--- src/rtl/core/mbp_pkg.sv ---
// mbp_pkg: shared types and constants of the multiply blend pixel block.
// No dependencies.
`default_nettype none
package mbp_pkg;

  localparam int unsigned CHAN_W     = 8;
  localparam int unsigned NUM_CHAN   = 4;
  localparam int unsigned PIXEL_W    = CHAN_W * NUM_CHAN;
  localparam int unsigned FACTOR_W   = CHAN_W + 1;
  localparam int unsigned PROD_W     = CHAN_W + FACTOR_W;
  localparam int unsigned CFG_IDX_W  = 8;
  localparam int unsigned CFG_DATA_W = 8;

  typedef logic [CHAN_W-1:0]     chan_t;
  typedef logic [FACTOR_W-1:0]   factor_t;
  typedef logic [PIXEL_W-1:0]    pixel_t;
  typedef logic [CFG_IDX_W-1:0]  cfg_idx_t;
  typedef logic [CFG_DATA_W-1:0] cfg_data_t;

  localparam factor_t  FACTOR_UNITY = factor_t'(1 << CHAN_W);
  localparam chan_t    CHAN_MAX     = '1;
  localparam chan_t    OPACITY_RST  = '1;

  localparam cfg_idx_t REG_OPACITY_ENABLE  = cfg_idx_t'(0);
  localparam cfg_idx_t REG_OPACITY         = cfg_idx_t'(1);
  localparam cfg_idx_t REG_KEEP_DEST_ALPHA = cfg_idx_t'(2);

  typedef struct packed {
    logic s1_en;
    logic s2_en;
  } ctl_t;

endpackage
`default_nettype wire

--- src/rtl/core/mbp_lane.sv ---
// mbp_lane: one byte channel of the multiply blend, two register stages.
// Depends on mbp_pkg.
`default_nettype none
module mbp_lane import mbp_pkg::*; (
  input  wire logic  clk,
  input  wire ctl_t  ctl,
  input  wire chan_t dest_byte,
  input  wire chan_t src_byte,
  input  wire logic  opacity_enable,
  input  wire chan_t opacity,
  input  wire logic  keep_dest,
  output chan_t      out_byte
);

  logic [2*CHAN_W-1:0] weight;
  chan_t               inv_src;
  factor_t             factor_nxt;
  factor_t             factor_r;
  chan_t               dest_r;
  logic [PROD_W-1:0]   prod;
  chan_t               out_byte_r;

  always_comb begin
    inv_src = CHAN_MAX - src_byte;
    weight  = inv_src * opacity;
    if (keep_dest) begin
      factor_nxt = FACTOR_UNITY;
    end else if (opacity_enable) begin
      factor_nxt = {1'b0, ~weight[2*CHAN_W-1:CHAN_W]};
    end else begin
      factor_nxt = {1'b0, src_byte};
    end
  end

  assign prod = dest_r * factor_r;

  always_ff @(posedge clk) begin
    if (ctl.s1_en) begin
      factor_r <= factor_nxt;
      dest_r   <= dest_byte;
    end
    if (ctl.s2_en) begin
      out_byte_r <= prod[2*CHAN_W-1:CHAN_W];
    end
  end

  assign out_byte = out_byte_r;

endmodule
`default_nettype wire

--- src/rtl/core/mbp_flow.sv ---
// mbp_flow: valid/stall control of the two-stage pixel pipeline.
// Depends on mbp_pkg; drives the stage enables of all lanes.
`default_nettype none
module mbp_flow import mbp_pkg::*; (
  input  wire logic clk,
  input  wire logic rst_n,
  input  wire logic in_valid,
  input  wire logic last_in,
  output logic      in_stall,
  output logic      out_valid,
  input  wire logic out_stall,
  output logic      last_out,
  output ctl_t      ctl
);

  logic s1_valid_r, s1_valid_nxt;
  logic out_valid_r, out_valid_nxt;
  logic last1_r;
  logic last_out_r;
  logic s1_ready;
  logic s2_ready;

  always_comb begin
    s2_ready      = !out_valid_r || !out_stall;
    s1_ready      = !s1_valid_r || s2_ready;
    ctl.s1_en     = in_valid && s1_ready && rst_n;
    ctl.s2_en     = s1_valid_r && s2_ready;
    s1_valid_nxt  = ctl.s1_en ? 1'b1 : (ctl.s2_en ? 1'b0 : s1_valid_r);
    out_valid_nxt = ctl.s2_en ? 1'b1 : (out_stall ? out_valid_r : 1'b0);
  end

  always_ff @(posedge clk) begin
    if (!rst_n) begin
      s1_valid_r  <= 1'b0;
      out_valid_r <= 1'b0;
    end else begin
      s1_valid_r  <= s1_valid_nxt;
      out_valid_r <= out_valid_nxt;
    end
  end

  always_ff @(posedge clk) begin
    if (ctl.s1_en) begin
      last1_r <= last_in;
    end
    if (ctl.s2_en) begin
      last_out_r <= last1_r;
    end
  end

  assign in_stall  = !s1_ready || !rst_n;
  assign out_valid = out_valid_r;
  assign last_out  = last_out_r;

endmodule
`default_nettype wire

--- src/rtl/core/multiply_blend_pixel.sv ---
// multiply_blend_pixel: multiply blend of an ARGB8888 source onto a destination pixel.
// Factor, then result register; throughput 1 beat per cycle unless the output stalls.
// Four byte lanes each hold one 8x8 factor multiply and one 8x9 blend multiply.
// A stall on the output holds both stages; input is taken while a stage is free.
// Reset (rst_n low, synchronous) empties the pipeline and restores opacity_enable=0,
// opacity=255, keep_dest_alpha=0; input is stalled while reset is held.
`default_nettype none
module multiply_blend_pixel import mbp_pkg::*; (
  input  wire logic      clk,
  input  wire logic      rst_n,
  input  wire logic      cfg_we,
  input  wire cfg_idx_t  cfg_index,
  input  wire cfg_data_t cfg_wdata,
  input  wire logic      in_valid,
  output logic           in_stall,
  input  wire pixel_t    in_dest_pixel,
  input  wire pixel_t    in_src_pixel,
  input  wire logic      in_last_in,
  output logic           out_valid,
  input  wire logic      out_stall,
  output pixel_t         out_blended_pixel,
  output logic           out_last_out
);

  logic  opacity_enable_r;
  chan_t opacity_r;
  logic  keep_dest_alpha_r;
  ctl_t  ctl;

  always_ff @(posedge clk) begin
    if (!rst_n) begin
      opacity_enable_r  <= 1'b0;
      opacity_r         <= OPACITY_RST;
      keep_dest_alpha_r <= 1'b0;
    end else if (cfg_we) begin
      unique case (cfg_index)
        REG_OPACITY_ENABLE:  opacity_enable_r  <= cfg_wdata[0];
        REG_OPACITY:         opacity_r         <= cfg_wdata[CHAN_W-1:0];
        REG_KEEP_DEST_ALPHA: keep_dest_alpha_r <= cfg_wdata[0];
        default: ;
      endcase
    end
  end

  mbp_flow u_flow (
    .clk       (clk),
    .rst_n     (rst_n),
    .in_valid  (in_valid),
    .last_in   (in_last_in),
    .in_stall  (in_stall),
    .out_valid (out_valid),
    .out_stall (out_stall),
    .last_out  (out_last_out),
    .ctl       (ctl)
  );

  for (genvar i = 0; i < NUM_CHAN; i++) begin : g_lane
    mbp_lane u_lane (
      .clk            (clk),
      .ctl            (ctl),
      .dest_byte      (in_dest_pixel[i*CHAN_W +: CHAN_W]),
      .src_byte       (in_src_pixel[i*CHAN_W +: CHAN_W]),
      .opacity_enable (opacity_enable_r),
      .opacity        (opacity_r),
      .keep_dest      ((i == NUM_CHAN - 1) ? keep_dest_alpha_r : 1'b0),
      .out_byte       (out_blended_pixel[i*CHAN_W +: CHAN_W])
    );
  end

endmodule
`default_nettype wire

--- config.mk ---
export PLATFORM = sky130hd
export DESIGN_NAME = multiply_blend_pixel
export DESIGN_NICKNAME = d
export VERILOG_FILES = /design/src/rtl/core/mbp_pkg.sv /design/src/rtl/core/mbp_lane.sv /design/src/rtl/core/mbp_flow.sv /design/src/rtl/core/multiply_blend_pixel.sv
export SDC_FILE = /design/constraint.sdc
export NUM_CORES = 1
export LEC_CHECK = 0
export BUFFER_PORTS_ARGS = -buffer_cell sky130_fd_sc_hd__buf_2
export CAP_MARGIN = 30
export CELL_PAD_IN_SITES_DETAIL_PLACEMENT = 0
export CELL_PAD_IN_SITES_GLOBAL_PLACEMENT = 2
export CORE_AREA = 2 2 212 256
export CTS_CLUSTER_DIAMETER = 40
export DETAILED_ROUTE_END_ITERATION = 10
export DIE_AREA = 0 0 214 258
export MAX_ROUTING_LAYER = met4
export PLACE_DENSITY = 0.79
export SYNTH_ARGS = -nofsm -noshare
export SYNTH_HDL_FRONTEND = slang
export SYNTH_SLANG_ARGS = --single-unit
export TNS_END_PERCENT = 1
--- constraint.sdc ---
create_clock -name clk -period 4.3 [get_ports clk]
set_input_delay 0.43 -clock clk [delete_from_list [all_inputs] [get_ports clk]]
set_output_delay 0.43 -clock clk [all_outputs]
set_load 0.005 [all_outputs]
==> results.py <==
metrics = {
    "outcome": {
        "outcome": "finished with violations",
        "failed_checks": "negative setup slack",
    },
    "timing": {
        "post-route-period-util_pct": 104.2,
        "worstMarginPinSlew_ns": 0.6791,
        "slew_viol_final": 0,
        "setup_viol": 19,
        "rsz0062_at_grt": "true",
        "fin_skew_ns": 0.009434,
        "slew_headroom_pct": 54.62,
        "fin_ws_ns": -0.1818,
        "max_freq_ghz": 0.2231,
        "period_minus_slack_ns": 4.482,
        "timing.hold.ws_ns": 0.2028,
        "finalHoldViolations": 0,
    },
    "worst_setup_path": {
        "crit_required_ns": 4.45,
        "critPathArrivalTime_ns": 4.63,
        "regToRegSetupSlack_ns": -0.18,
        "crit_path_max_fanout": 7,
        "end_kind": "register",
        "critPathKind": "register to register",
        "cp-start-kind": "register",
    },
    "placed_design": {
        "dp_hpwl_mm": 37.65,
        "pre_cts_slack_ns": -0.3558,
        "placed_area_um2": 22570,
        "port_buffers": 120,
        "dp_cells": 2986,
        "gp_congestion": 0.8405,
    },
    "routing": {
        "vias_per_cell": 4.654,
        "drtPass1Iterations": 4,
        "drc_errors": 0,
        "drt_wl_total_mm": 44.85,
        "ant_nets": 0,
        "vias": 14047,
        "drt-initial-drc-count": 387,
        "routedWlPerCell_um": 14.86,
    },
    "yosys": {
        "synth_edf_count": 99,
        "synth_warnings": 0,
        "syn_area_per_cell_um2": 9.840,
        "synth_top_area_share_pct": 29.55,
        "synth_flop_cell": "edfxtp_1",
        "ys_async_sr_fraction_pct": 0,
        "synth_area_leaders": "fa_1 30%, ha_1 17%, edfxtp_1 15%",
        "netlist_area_um2": 19310,
        "synth_top_cell_by_area": "fa_1",
        "synth.distinct_cells": 58,
        "synth_cells": 1962,
        "synthesis.nets": 2596,
        "synth-seq-cells": 111,
        "ys_seq_area_share_pct": 16.64,
    },
    "hold_path": {
        "hold_path.class": "primary input to register",
    },
    "final_layout": {
        "nFillCells": 5170,
        "postLayoutCellArea_um2": 23370,
        "layout-area-overhead-vs-synth_pct": 21.04,
        "fin_cells": 3018,
        "final_util_pct": 44.14,
        "drive_gt1_share_pct": 21.39,
        "final_nets": 2936,
    },
    "clocking": {
        "cts_root_buffer": "clkbuf_16",
        "h-tree-depth": 3,
        "cts_tree": "done",
        "clock_latency_ns": 0.40,
        "clk_path_buf_depth": 2,
        "path_clk_slew_ns": 0.08,
        "cts.sink_count": 111,
        "cts_buffers": 9,
    },
    "grt": {
        "grt_pass1_wl_mm": 75.58,
        "grt_pass1_vias": 15416,
        "antenna_found_initial": 3,
        "grt_remaining_overflow": 0,
        "track_usage_pct": 17.39,
        "grt_max_degree": 67,
    },
    "floorplan": {
        "initial_core_util_pct": 36.46,
        "die_y_um": 258,
        "die_w_um": 214,
        "core_region_area_um2": 52940,
        "die_area_um2": 55210,
        "io_pins": 121,
        "rows": 93,
    },
    "pwr": {
        "power.density_nw_per_um2": 388.8,
        "p_leak_nw": 11.41,
        "ir_drop_v": 0.0002437,
    },
    "run": {
        "drv_cap": 0,
    },
}
sequential cells by signal (all words and copies together) (netlist names):
signal and cells:
opacity_enable_r 1, g_lane.u_lane.factor_r 33, u_flow.out_valid 1, keep_dest_alpha_r 1
opacity_r 8, u_flow.last1_r 1, g_lane.u_lane.out_byte 32, u_flow.last_out 1
g_lane.u_lane.dest_r 32, u_flow.s1_valid_r 1
worst max-delay path: stages (launching register included):
cell and delay, ns:
dfxtp_4 0.38, buf_4 0.16, nor2b_1 0.15, fa_2 0.42
fa_1 0.49, inv_1 0.05, fa_1 0.53, inv_1 0.05
fa_1 0.44, ha_1 0.28, o21ai_1 0.08, nand2b_1 0.12
a31oi_1 0.21, buf_4 0.15, o21ai_2 0.09, o31ai_4 0.28
xor2_1 0.10, mux2_4 0.26
cell usage in the layout (no fill, tap or decap), types with 5 or more instances in the layout:
master and count:
inv_1 378, fa_1 277, ha_1 251, buf_4 224, and2_1 199, nor2b_1 185
buf_2 120, edfxtp_1 99, nand2_1 79, nand2b_1 66, a21oi_1 42, xnor2_1 41
nor2_1 40, xor2_1 19, o21ai_0 14, a21oi_2 14, nor2b_2 14, mux2i_1 12
o21ai_2 10, a21o_1 10, a211oi_1 10, nand3_1 9, nand4_1 9, and2_4 9
o21ai_1 9, a31oi_1 9, ha_4 9, clkbuf_16 9, buf_12 9, fa_2 8
nor3_1 7, buf_6 7, and3_1 5, dfxtp_1 5
timing repair:
action / 4_1_cts / 5_1_grt
gates resized for setup: 44 / 58
setup buffers: 6 / 10
endpoints found under the setup margin: 45 / 56
hold buffers: 0 / 0
pin swaps: 39 / 27
per-layer routing:
| layer | share of wire, % | wire [um] | track usage, % |
|---|---|---|---|
| met1 | 46 | 20470 | 21.30 |
| met4 | 1.5 | 665 | 4.390 |
| met2 | 51 | 22720 | 30.61 |
| met5 | 0 | 0 | - |
| met3 | 2.2 | 994 | 1.885 |
power by group:
part           total, mW  switching [mW]  leakage [nW]  internal, mW
sequential          1.43          0.0473          1.03          1.38
clock              0.831           0.445         0.120         0.386
combinational       6.82            3.41          10.3          3.41
total               9.08            3.90          11.4          5.18
per-stage QoR:
stage / power [mW] / TNS, ns
global placement: 7.660 / -6.102
CTS: 8.847 / -2.433
detailed placement: 7.767 / -8.147
global route: 10.16 / -8.567
finish: 9.084 / -1.599
floorplan: 5.809 / -0.2505
cells by family after synthesis:
group / synth area share (%)
buffers and inverters: 8.010
AOI/OAI and AO/OA: 5.677
muxes: 0.7388
and+or+nand+nor: 19.57
DFF: 16.64
xor gates and xnor gates: 2.767
adders and majority gates: 46.60
synth_stat cells, drive strengths merged, types with 20 or more instances:
| master | instances |
|---|---|
| edfxtp | 99 |
| nor2b | 203 |
| xnor2 | 41 |
| inv | 380 |
| nor2 | 43 |
| o21ai | 33 |
| nand2b | 66 |
| a21oi | 57 |
| nand2 | 79 |
| fa | 285 |
| xor2 | 20 |
| ha | 263 |
| and2 | 208 |
| clkbuf | 32 |
final cells by class:
type / count / area, um^2 / area share, %
Antenna cell: 1 / 2.502 / 0.01071
Inverter: 380 / 1426 / 6.104
Clock inverter: 4 / 23.77 / 0.1017
Sequential cell: 111 / 3232 / 13.83
Tap cell: 712 / 890.9 / 3.812
Clock buffer: 10 / 229.0 / 0.9799
Multi-Input combinational cell: 1439 / 15010 / 64.25
Timing Repair Buffer: 361 / 2549 / 10.91
final timing paths:
kind	startpoint	to	cells past startpoint
max reg2reg	opacity_r[4]	g_lane[2].u_lane.factor_r[5]	17
max	opacity_r[4]	g_lane[2].u_lane.factor_r[5]	17
min	in_dest_pixel[18]	g_lane[2].u_lane.dest_r[2]	1
min reg2reg	u_flow.last1_r	u_flow.last_out	0
No activity file was read; power rests on OpenSTA's default activity.
